==> src/aesu_pkg.sv <==
`timescale 1ns / 1ps
// ----------------------------------------------------------------------------
// aesu_pkg
// Shared constants and types of the ADC event stream unpacker.
// ----------------------------------------------------------------------------
package aesu_pkg;

    localparam int MAX_ENTRIES = 32;
    localparam int CNT_W       = $clog2(MAX_ENTRIES + 1);
    localparam int KEPT_W      = (CNT_W > 6) ? CNT_W : 6;
    localparam int ADDR_W      = (MAX_ENTRIES > 1) ? $clog2(MAX_ENTRIES) : 1;
    localparam int ENTRY_W     = 19;

    localparam logic [15:0] SENTINEL_HALF = 16'hFFFF;

    localparam logic [1:0] KIND_ENTRY  = 2'd0;
    localparam logic [1:0] KIND_ACCEPT = 2'd1;
    localparam logic [1:0] KIND_REJECT = 2'd2;

    typedef struct packed {
        logic               wr_en;
        logic [ADDR_W-1:0]  wr_addr;
        logic [ENTRY_W-1:0] wr_data;
        logic               rd_en;
        logic [ADDR_W-1:0]  rd_addr;
    } ram_req_t;

    typedef struct packed {
        logic [1:0]  kind;
        logic [4:0]  channel_number;
        logic [11:0] sample_value;
        logic        under_flag;
        logic        over_flag;
        logic [4:0]  geo_address;
        logic [6:0]  crate_number;
        logic [5:0]  entry_total;
        logic        truncated;
        logic        is_last;
    } res_beat_t;

endpackage

==> src/aesu_entry_ram.sv <==
`timescale 1ns / 1ps
// ----------------------------------------------------------------------------
// aesu_entry_ram
// Entry buffer: one write port and one read port with registered read data.
// ----------------------------------------------------------------------------
module aesu_entry_ram (
    input  logic                            aclk,
    input  aesu_pkg::ram_req_t              req,
    output logic [aesu_pkg::ENTRY_W-1:0]    rd_data
);
    import aesu_pkg::*;

    logic [ENTRY_W-1:0] mem [MAX_ENTRIES];

    always_ff @(posedge aclk) begin
        if (req.wr_en) begin
            mem[req.wr_addr] <= req.wr_data;
        end
        if (req.rd_en) begin
            rd_data <= mem[req.rd_addr];
        end
    end

endmodule

==> src/aesu_ctrl.sv <==
`timescale 1ns / 1ps
// ----------------------------------------------------------------------------
// aesu_ctrl
// Word pairing, header and data parsing, and the emission sequencer that
// reads the entry buffer back at the end of an event.
// ----------------------------------------------------------------------------
module aesu_ctrl (
    input  logic                            aclk,
    input  logic                            aresetn,
    input  logic                            s_valid,
    output logic                            s_ready,
    input  logic [15:0]                     s_word,
    output aesu_pkg::ram_req_t              ram_req,
    input  logic [aesu_pkg::ENTRY_W-1:0]    ram_rd_data,
    output logic                            res_valid,
    input  logic                            res_ready,
    output aesu_pkg::res_beat_t             res_beat
);
    import aesu_pkg::*;

    typedef enum logic [4:0] {
        S_RUN  = 5'b00001,
        S_READ = 5'b00010,
        S_PUSH = 5'b00100,
        S_MARK = 5'b01000,
        S_REJ  = 5'b10000
    } state_t;

    typedef enum logic [3:0] {
        M_IDLE  = 4'b0001,
        M_DATA  = 4'b0010,
        M_EOB   = 4'b0100,
        M_TRAIL = 4'b1000
    } mode_t;

    state_t             state_reg, state_next;
    mode_t              mode_reg, mode_next;
    logic               half_reg, half_next;
    logic [15:0]        low_reg, low_next;
    logic [7:0]         count_reg, count_next;
    logic [8:0]         pairs_reg, pairs_next;
    logic [KEPT_W-1:0]  kept_reg, kept_next;
    logic [KEPT_W-1:0]  idx_reg, idx_next;
    logic [4:0]         geo_reg, geo_next;
    logic [6:0]         crate_reg, crate_next;
    logic               drop_reg, drop_next;
    logic [4:0]         rej_geo_reg, rej_geo_next;
    logic [6:0]         rej_crate_reg, rej_crate_next;
    logic               rej_drop_reg, rej_drop_next;

    logic               pair_done;
    logic               sentinel;
    logic [8:0]         pairs_inc;
    logic [KEPT_W-1:0]  idx_inc;

    assign s_ready   = (state_reg == S_RUN);
    assign pair_done = s_valid && s_ready && half_reg;
    assign sentinel  = (low_reg == SENTINEL_HALF) && (s_word == SENTINEL_HALF);
    assign pairs_inc = pairs_reg + 9'd1;
    assign idx_inc   = idx_reg + KEPT_W'(1);

    always_comb begin
        state_next     = state_reg;
        mode_next      = mode_reg;
        half_next      = half_reg;
        low_next       = low_reg;
        count_next     = count_reg;
        pairs_next     = pairs_reg;
        kept_next      = kept_reg;
        idx_next       = idx_reg;
        geo_next       = geo_reg;
        crate_next     = crate_reg;
        drop_next      = drop_reg;
        rej_geo_next   = rej_geo_reg;
        rej_crate_next = rej_crate_reg;
        rej_drop_next  = rej_drop_reg;

        ram_req.wr_en   = 1'b0;
        ram_req.wr_addr = kept_reg[ADDR_W-1:0];
        ram_req.wr_data = {s_word[4:0], low_reg[13], low_reg[12], low_reg[11:0]};
        ram_req.rd_en   = (state_reg == S_READ);
        ram_req.rd_addr = idx_reg[ADDR_W-1:0];

        if (s_valid && s_ready && !half_reg) begin
            low_next  = s_word;
            half_next = 1'b1;
        end

        if (pair_done) begin
            half_next = 1'b0;
            unique case (mode_reg)
                M_IDLE: begin
                    if (!sentinel) begin
                        count_next = low_reg[15:8];
                        geo_next   = s_word[15:11];
                        crate_next = s_word[9:3];
                        pairs_next = 9'd0;
                        kept_next  = '0;
                        drop_next  = 1'b0;
                        mode_next  = M_DATA;
                    end
                end
                M_DATA: begin
                    if (s_word[10]) begin
                        mode_next = M_TRAIL;
                    end else begin
                        pairs_next = pairs_inc;
                        if (!s_word[9]) begin
                            if (kept_reg < KEPT_W'(MAX_ENTRIES)) begin
                                ram_req.wr_en = 1'b1;
                                kept_next     = kept_reg + KEPT_W'(1);
                            end else begin
                                drop_next = 1'b1;
                            end
                        end
                        if ({1'b0, pairs_inc} >= ({2'b00, count_reg} + 10'd2)) begin
                            mode_next = M_EOB;
                        end
                    end
                end
                M_EOB: begin
                    mode_next = M_TRAIL;
                end
                M_TRAIL: begin
                    if (sentinel) begin
                        mode_next  = M_IDLE;
                        idx_next   = '0;
                        state_next = (kept_reg == '0) ? S_MARK : S_READ;
                    end else begin
                        rej_geo_next   = geo_reg;
                        rej_crate_next = crate_reg;
                        rej_drop_next  = drop_reg;
                        count_next     = low_reg[15:8];
                        geo_next       = s_word[15:11];
                        crate_next     = s_word[9:3];
                        pairs_next     = 9'd0;
                        kept_next      = '0;
                        drop_next      = 1'b0;
                        mode_next      = M_DATA;
                        state_next     = S_REJ;
                    end
                end
                default: begin
                    mode_next = M_IDLE;
                end
            endcase
        end

        unique case (state_reg)
            S_RUN: begin
            end
            S_READ: begin
                state_next = S_PUSH;
            end
            S_PUSH: begin
                if (res_ready) begin
                    idx_next   = idx_inc;
                    state_next = (idx_inc == kept_reg) ? S_MARK : S_READ;
                end
            end
            S_MARK, S_REJ: begin
                if (res_ready) begin
                    state_next = S_RUN;
                end
            end
            default: begin
                state_next = S_RUN;
            end
        endcase
    end

    always_comb begin
        res_valid               = (state_reg == S_PUSH) || (state_reg == S_MARK)
                                  || (state_reg == S_REJ);
        res_beat.kind           = KIND_ENTRY;
        res_beat.channel_number = 5'd0;
        res_beat.sample_value   = 12'd0;
        res_beat.under_flag     = 1'b0;
        res_beat.over_flag      = 1'b0;
        res_beat.geo_address    = geo_reg;
        res_beat.crate_number   = crate_reg;
        res_beat.entry_total    = kept_reg[5:0];
        res_beat.truncated      = drop_reg;
        res_beat.is_last        = 1'b0;
        if (state_reg == S_PUSH) begin
            res_beat.channel_number = ram_rd_data[18:14];
            res_beat.under_flag     = ram_rd_data[13];
            res_beat.over_flag      = ram_rd_data[12];
            res_beat.sample_value   = ram_rd_data[11:0];
        end else if (state_reg == S_MARK) begin
            res_beat.kind    = KIND_ACCEPT;
            res_beat.is_last = 1'b1;
        end else if (state_reg == S_REJ) begin
            res_beat.kind         = KIND_REJECT;
            res_beat.geo_address  = rej_geo_reg;
            res_beat.crate_number = rej_crate_reg;
            res_beat.entry_total  = 6'd0;
            res_beat.truncated    = rej_drop_reg;
            res_beat.is_last      = 1'b1;
        end
    end

    always_ff @(posedge aclk) begin
        if (!aresetn) begin
            state_reg <= S_RUN;
            mode_reg  <= M_IDLE;
            half_reg  <= 1'b0;
            low_reg   <= 16'd0;
            count_reg <= 8'd0;
            pairs_reg <= 9'd0;
            kept_reg  <= '0;
            idx_reg   <= '0;
            geo_reg   <= 5'd0;
            crate_reg <= 7'd0;
            drop_reg  <= 1'b0;
        end else begin
            state_reg <= state_next;
            mode_reg  <= mode_next;
            half_reg  <= half_next;
            low_reg   <= low_next;
            count_reg <= count_next;
            pairs_reg <= pairs_next;
            kept_reg  <= kept_next;
            idx_reg   <= idx_next;
            geo_reg   <= geo_next;
            crate_reg <= crate_next;
            drop_reg  <= drop_next;
        end
    end

    always_ff @(posedge aclk) begin
        rej_geo_reg   <= rej_geo_next;
        rej_crate_reg <= rej_crate_next;
        rej_drop_reg  <= rej_drop_next;
    end

endmodule

==> src/adc_event_stream_unpacker.sv <==
`timescale 1ns / 1ps
// ----------------------------------------------------------------------------
// adc_event_stream_unpacker
// Pairs 16-bit readout words into 32-bit words, parses header and data, and
// emits buffered channel entries with an accept or reject marker per event.
//
// The input channel (s_) takes one readout word per beat, low half first.
// The result channel (m_) delivers one entry or marker per beat through an
// output register, so the receiver can stall without losing anything.
// Words are taken at one per cycle while the event is being parsed; a word
// that causes no result never waits for the result channel.
// A closing sentinel pair starts the read-back of the entry buffer: each
// entry is read from the buffer (S_READ) and then handed to the output
// register (S_PUSH), and the accept marker follows (S_MARK); the input is
// held throughout the read-back. A reject marker (S_REJ) holds the input
// until it is taken. The buffer's single read port sets the read-then-push
// order per entry. Each result passes through the output register, and a
// buffered entry through the buffer's registered read data before that.
// Reset clears the parser, the counters and the output valid flag; the
// output beat and buffer contents stay undefined and are written before use.
// When the receiver stalls, the held beat stays on the ports and the
// read-back waits behind it.
// ----------------------------------------------------------------------------
module adc_event_stream_unpacker (
    input  logic        aclk,
    input  logic        aresetn,
    input  logic        s_valid,
    output logic        s_ready,
    input  logic [15:0] s_word,
    output logic        m_valid,
    input  logic        m_ready,
    output logic [1:0]  m_kind,
    output logic [4:0]  m_channel_number,
    output logic [11:0] m_sample_value,
    output logic        m_under_flag,
    output logic        m_over_flag,
    output logic [4:0]  m_geo_address,
    output logic [6:0]  m_crate_number,
    output logic [5:0]  m_entry_total,
    output logic        m_truncated,
    output logic        m_is_last
);
    import aesu_pkg::*;

    ram_req_t           ram_req;
    logic [ENTRY_W-1:0] ram_rd_data;
    logic               res_valid;
    logic               res_ready;
    res_beat_t          res_beat;

    logic               out_valid_reg, out_valid_next;
    res_beat_t          out_beat_reg;

    aesu_ctrl u_ctrl (
        .aclk        (aclk),
        .aresetn     (aresetn),
        .s_valid     (s_valid),
        .s_ready     (s_ready),
        .s_word      (s_word),
        .ram_req     (ram_req),
        .ram_rd_data (ram_rd_data),
        .res_valid   (res_valid),
        .res_ready   (res_ready),
        .res_beat    (res_beat)
    );

    aesu_entry_ram u_ram (
        .aclk    (aclk),
        .req     (ram_req),
        .rd_data (ram_rd_data)
    );

    assign res_ready = !out_valid_reg || m_ready;

    always_comb begin
        out_valid_next = out_valid_reg;
        if (res_ready) begin
            out_valid_next = res_valid;
        end
    end

    always_ff @(posedge aclk) begin
        if (!aresetn) begin
            out_valid_reg <= 1'b0;
        end else begin
            out_valid_reg <= out_valid_next;
        end
    end

    always_ff @(posedge aclk) begin
        if (res_ready && res_valid) begin
            out_beat_reg <= res_beat;
        end
    end

    assign m_valid          = out_valid_reg;
    assign m_kind           = out_beat_reg.kind;
    assign m_channel_number = out_beat_reg.channel_number;
    assign m_sample_value   = out_beat_reg.sample_value;
    assign m_under_flag     = out_beat_reg.under_flag;
    assign m_over_flag      = out_beat_reg.over_flag;
    assign m_geo_address    = out_beat_reg.geo_address;
    assign m_crate_number   = out_beat_reg.crate_number;
    assign m_entry_total    = out_beat_reg.entry_total;
    assign m_truncated      = out_beat_reg.truncated;
    assign m_is_last        = out_beat_reg.is_last;

    a_no_input_during_result: assert property (
        @(posedge aclk) disable iff (!aresetn)
        s_ready |-> !res_valid
    ) else $error("input accepted while a result is pending");

    a_entry_not_last: assert property (
        @(posedge aclk) disable iff (!aresetn)
        (m_valid && m_kind == KIND_ENTRY) |-> !m_is_last
    ) else $error("channel entry flagged as last");

    a_reject_total_zero: assert property (
        @(posedge aclk) disable iff (!aresetn)
        (m_valid && m_kind == KIND_REJECT) |-> (m_entry_total == 6'd0 && m_is_last)
    ) else $error("reject with nonzero total or not last");

    a_held_beat_blocks_readback: assert property (
        @(posedge aclk) disable iff (!aresetn)
        (res_valid && out_valid_reg && !m_ready) |=> res_valid
    ) else $error("result dropped while output register was full");

endmodule
==> config.mk <==
export PLATFORM = sky130hd
export DESIGN_NAME = adc_event_stream_unpacker
export DESIGN_NICKNAME = d
export VERILOG_FILES = /design/src/aesu_pkg.sv /design/src/aesu_entry_ram.sv /design/src/aesu_ctrl.sv /design/src/adc_event_stream_unpacker.sv
export SDC_FILE = /design/constraint.sdc
export NUM_CORES = 1
export LEC_CHECK = 0
export BUFFER_PORTS_ARGS = -buffer_cell sky130_fd_sc_hd__buf_2
export CELL_PAD_IN_SITES_DETAIL_PLACEMENT = 0
export CELL_PAD_IN_SITES_GLOBAL_PLACEMENT = 1
export CORE_ASPECT_RATIO = 1.5
export CORE_MARGIN = 2
export CORE_UTILIZATION = 52
export DETAILED_ROUTE_END_ITERATION = 7
export GPL_ROUTABILITY_DRIVEN = 0
export MAX_ROUTING_LAYER = met4
export PLACE_DENSITY = 0.74
export REMOVE_ABC_BUFFERS = 1
export SETUP_SLACK_MARGIN = 0.5
export SLEW_MARGIN = 20
export SYNTH_ARGS = -nofsm -noshare
export SYNTH_HDL_FRONTEND = slang
export SYNTH_SLANG_ARGS = --single-unit
==> constraint.sdc <==
create_clock -name aclk -period 7.6 [get_ports aclk]
set_input_delay 0.38 -clock aclk [delete_from_list [all_inputs] [get_ports aclk]]
set_output_delay 0.38 -clock aclk [all_outputs]
set_load 0.01 [all_outputs]
Yosys cells after proc, flatten, opt, wreduce, memory -nomap -nowiden
Memory sizes are Yosys's and may differ from the RTL's. A register that Yosys moved wholly into a read port is not among the register bits.
Index checks and enable logic that the tools add are counted.
{ "word_totals": {"word_cells": 120, "memories": 1, "output_inout_bits": 43, "mem_bits_rw": 608, "regBits": 123} }
{ "op_classes": {"n_mux": 44, "magnitude_cmp": 2, "bitwise": 2, "n_eq_ne": 19, "addsub": 4, "reduce_logical": 22} }
{ "memory_table": {"columns": ["memory", "depth", "width", "rd", "rd_clocked_by_memory_dff", "wr", "line", "source"], "rows": [
  ["u_ram.mem", 32, 19, 1, 1, 1, "aesu_entry_ram.sv:13", "logic [ENTRY_W-1:0] mem [MAX_ENTRIES];"]
]} }
{ "ops": {"columns": ["operator", "n"], "rows": [
  ["$mux W6", 9],
  ["$mux W20", 2],
  ["$eq A16 B16 Y1 const B", 2],
  ["$mux W5", 5],
  ["$mux W4", 5],
  ["$pmux W5 S4", 1],
  ["$mux W19", 1],
  ["$mux W9", 2],
  ["$pmux W9 S2", 1],
  ["$pmux W4 S4", 1],
  ["$mux W1", 13],
  ["$add A6 B1 Y6 const B", 2],
  ["$pmux W6 S2", 1],
  ["$reduce_and A6 Y1", 2],
  ["$ge A9 B10 Y1", 1],
  ["$ne A2 B2 Y1 const B", 5],
  ["$add A8 B2 Y9 const B", 1],
  ["$add A9 B1 Y9 const B", 1],
  ["$reduce_and A3 Y1", 3],
  ["$reduce_or A2 Y1", 4],
  ["$eq A6 B6 Y1", 1],
  ["$logic_not A6 Y1", 1],
  ["$lt A6 B6 Y1 const B", 1],
  ["$eq A5 B1 Y1 const B", 1],
  ["18 further kinds", 27]
]} }

Logic depth before layout (Yosys ltp)
{ "depth": {"depth_word": 8, "mapped_depth": 11, "ltp_nobuf": 11} }

Hierarchy
From an unflattened synthesis, not the netlist that was laid out.
{ "unflattened": {"cells_unflattened": 1922, "area_unflattened_um2": 30190.2} }
{ "by_module_without_submodules": {"columns": ["mod", "seq_area_each_um2", "cells_per_inst", "area_per_inst_um2", "n_inst"], "rows": [
  ["aesu_entry_ram", 18828.1, 1346, 24435.9, 1],
  ["aesu_ctrl", 1751.7, 530, 4465.5, 1],
  ["adc_event_stream_unpacker", 1251.2, 46, 1288.7, 1]
]} }

Least setup slack after synthesis
Ideal clock, no wire load.
{ "synth_timing": {"path_type": "flip-flop to flip-flop", "from": "reg u_ctrl.state_reg[0]", "to": "reg out_beat_reg, in the netlist m_channel_number[0] (enable)", "stages_incl_launch_ff": 6, "required_ps": 7161, "setup_time_ps": 439, "path_slack_ps": 4322, "synth_period_minus_slack_ps": 3278, "n_path_buf": 1, "t_arrival_ps": 2839, "path_cell_list": "dfxtp_1 -> or2_2 -> clkbuf_1 -> nor3_1 -> nor2_1 -> nor2_1"} }
{ "synth_via": {"elab_chain_cells": 4, "word_cells_on_any_way": 6} }
{ "synth_lines": {"columns": ["item", "line", "source"], "rows": [
  ["start: declaration", "aesu_ctrl.sv:36", "state_t state_reg, state_next;"],
  ["start signal: assignment", "aesu_ctrl.sv:217", "state_reg <= state_next;"],
  ["$eq A5 B3 Y1 or $eq A5 B4 Y1 (tied branches)", "aesu_ctrl.sv:173", "res_valid = (state_reg == S_PUSH) || (state_reg == S_MARK)"],
  ["$logic_or A1 B1 Y1", "aesu_ctrl.sv:173", null],
  ["$logic_or A1 B1 Y1 *", "aesu_ctrl.sv:174", "|| (state_reg == S_REJ);"],
  ["$logic_and A1 B1 Y1 *", "adc_event_stream_unpacker.sv:91", "if (res_ready && res_valid) begin"],
  ["end signal: assignment", "adc_event_stream_unpacker.sv:92", "out_beat_reg <= res_beat;"],
  ["end: declaration", "adc_event_stream_unpacker.sv:52", "res_beat_t out_beat_reg;"]
]} }
Mark *: on every way between the ends. The rest lies on a longest branch, timed or not.
A chain may end at the register's enable or synchronous reset.

Worst setup path after layout
{ "layout_timing": {"from": "reg u_ctrl.state_reg[3]", "to": "mem u_ram.mem[28][3] (enable)"} }
{ "layout_via": {"elab_chain_cells": 6} }
{ "layout_lines": {"columns": ["item", "line", "source"], "rows": [
  ["$eq A5 B1 Y1", "aesu_ctrl.sv:56", "assign s_ready = (state_reg == S_RUN);"],
  ["$logic_and A1 B1 Y1 (2 in a row)", "aesu_ctrl.sv:57", "assign pair_done = s_valid && s_ready && half_reg;"],
  ["$mux W1", "aesu_ctrl.sv:89", "if (pair_done) begin"],
  ["$mux W1", "aesu_entry_ram.sv:16", "if (req.wr_en) begin"],
  ["$mux W1 (implied by the code)", "aesu_entry_ram.sv:17", "mem[req.wr_addr] <= req.wr_data;"],
  ["end: declaration", "aesu_entry_ram.sv:13", null]
]} }
No other way between the ends.

==> results.yml <==
outcome:
  status: "finished, final reports clean"
synth:
  synth_edf_count: 681
  ys_top_cells_by_count: "edfxtp_1 (681), mux4_2 (190), nand2_1 (128), nor2_1 (110), dfxtp_1 (69)"
  yosysTopAreaCell: "edfxtp_1"
  async_reset_ff_frac: 0
  yosys-top-cells-area: "edfxtp_1 (70%), mux4_2 (15%), dfxtp_1 (4.7%)"
  syn-cell-area_um2: 29300
  yosysUniqueCellTypes: 56
  ys_warn_count: 0
  ys_seq_elements: 750
  synth.most_common_cell: "edfxtp_1"
  yosysSeqAreaShare: 0.745
  synth_top_area_share: 0.698
  syn_inst: 1518
  synth.avg_cell_area_um2: 19.3
  ys.flop_type: "edfxtp_1"
worst_setup_path:
  critPathKind: "flop to flop"
  crit_path_end_kind: "flop"
  crit_required_ps: 7790
  path_max_fanout: 19
  arrival_ps: 3770
  cp-start-kind: "flop"
sta:
  period_share: 0.471
  slew-limit-headroom: 0.277
  setup_viol: 0
  fin_skew_ps: 29.6
  finalSetupTns_ps: 0
  rsz0062_at_grt: "false"
  clock.fmax_ghz: 0.279
  tightest_slew_ps: 1080
  final_hold_viol_count: 0
  drv_slew: 0
  hold_ws_ps: 87.6
  min_period_ps: 3580
cts:
  cts.sink_count: 750
  clock_latency_ps: 600
  cts_buffers: 70
  htreeDepth: 3
  clockRootBuffer: "clkbuf_16"
  clk_path_buf_depth: 3
  ctsResizeCount: 0
  hold_buffers: 0
  tritoncts: "built"
  post_cts_buffers: 0
  clkSlewWorstSetupHoldPaths_ps: 60
global_routing:
  overflow: 0
  antenna_found_initial: 0
  grt_max_degree: 88
  grt_pass1_wl_mm: 96.7
  track_usage: 0.233
  grt_pass1_vias: 14890
floorplan:
  die_h_um: 295
  io_pins: 63
  core_um2: 55700
  dieArea_um2: 58300
  rows: 106
  fp.dieW_um: 198
  start_util: 0.526
detailed_routing:
  dr.pass1.iters: 5
  drtIter0Drc: 1215
  viasPerCell: 6.06
  via_count: 14361
  routedWlPerCell_um: 27.0
  drc: 0
  wirelength_mm: 64.0
  detail-route-antenna-nets: 0
power_and_ir_drop:
  powerDensity_nw_per_um2: 245
  total_power_mw: 8.05
  leakagePower_nw: 10.0
  vdd_drop_max_v: 0.000134
cells_and_area:
  diodes: 0
  largest_reg_flops: 608
  drive_above_1_share: 0.264
  fillerInstances: 4032
  area_growth_pct: 12.1
  nets: 1653
  fin_util: 0.590
  fin_area_um2: 32800
placement:
  portBuffers: 62
  place_hpwl_mm: 40.1
  place_area_um2: 30600
worst_hold_path:
  hold_path_class: "input port to flop"
flow_run:
  drv_cap: 0
-- critical path, cell delays in order, from the launching register on --
cell,delay [ps]
dfxtp_1,380
nor3_1,350
and4_1,350
nand2b_1,270
nor3_2,320
nand2_1,500
nor2_2,1010
-- cell usage in the layout, fill, tap and decap left out, drive strengths merged, types with 16 or more instances in the layout --
cell	instances
mux4	190
and2	24
clkbuf	95
buf	99
ha	16
nand3	16
mux2i	38
edfxtp	681
nor2	110
clkinv	21
a21oi	26
nand2	128
dfxtp	69
o21ai	23
-- area by class of cell --
type / count / area [um2] / area share
Timing Repair Buffer: 99 / 601 / 0.0183
Sequential cell: 750 / 21800 / 0.665
Clock inverter: 29 / 299 / 0.00910
Multi-Input combinational cell: 684 / 7280 / 0.222
Tap cell: 702 / 878 / 0.0267
Inverter: 12 / 45.0 / 0.00137
Clock buffer: 95 / 1900 / 0.0578
-- cell families (layout without fill, tap and decap cells) --
group	Yosys count	in the layout	synth area share
compound gates	81	81	0.0173
buf+inv	84	235	0.0129
xor+xnor	22	22	0.00705
simple gates	337	337	0.0517
mux	228	228	0.159
flops	750	750	0.745
fa+ha+maj	16	16	0.00683
-- power breakdown --
part	switching [mW]	leakage (nW)	total [mW]	internal [mW]
clock network	1.47	1.08	3.40	1.93
registers	0.0216	6.51	4.52	4.50
logic	0.0948	2.43	0.124	0.0293
-- through the flow --
stage / instances / setup slack [ps]
6_report: 2371 / 4020
5_1_grt: 2371 / 3780
4_1_cts: 2371 / 4060
3_5_place_dp: 2247 / 4070
3_3_place_gp: 2247 / 4110
2_1_floorplan: 1446 / -334
-- metal layers --
| metal | vias up | routed length, um | track usage |
|---|---|---|---|
| met1 | 7521 | 25400 | 0.290 |
| met5 | - | 0 | - |
| met3 | 127 | 2900 | 0.0301 |
| met4 | 0 | 1750 | 0.0706 |
| met2 | 452 | 33900 | 0.402 |
| li1 | 6261 | - | - |
-- final timing paths --
check	startpoint	end	slack [ps]	depth (start not counted)
setup / recovery	u_ctrl.state_reg[3]	u_ram.mem[28][3]	4020	6
hold / removal	s_word[15]	u_ctrl.geo_reg[4]	90	3
setup reg to reg	u_ctrl.state_reg[3]	u_ram.mem[28][3]	4020	6
hold reg to reg	u_ctrl.crate_reg[0]	u_ctrl.rej_crate_reg[0]	460	0
Note: power is estimated with default switching activity, not from simulation.
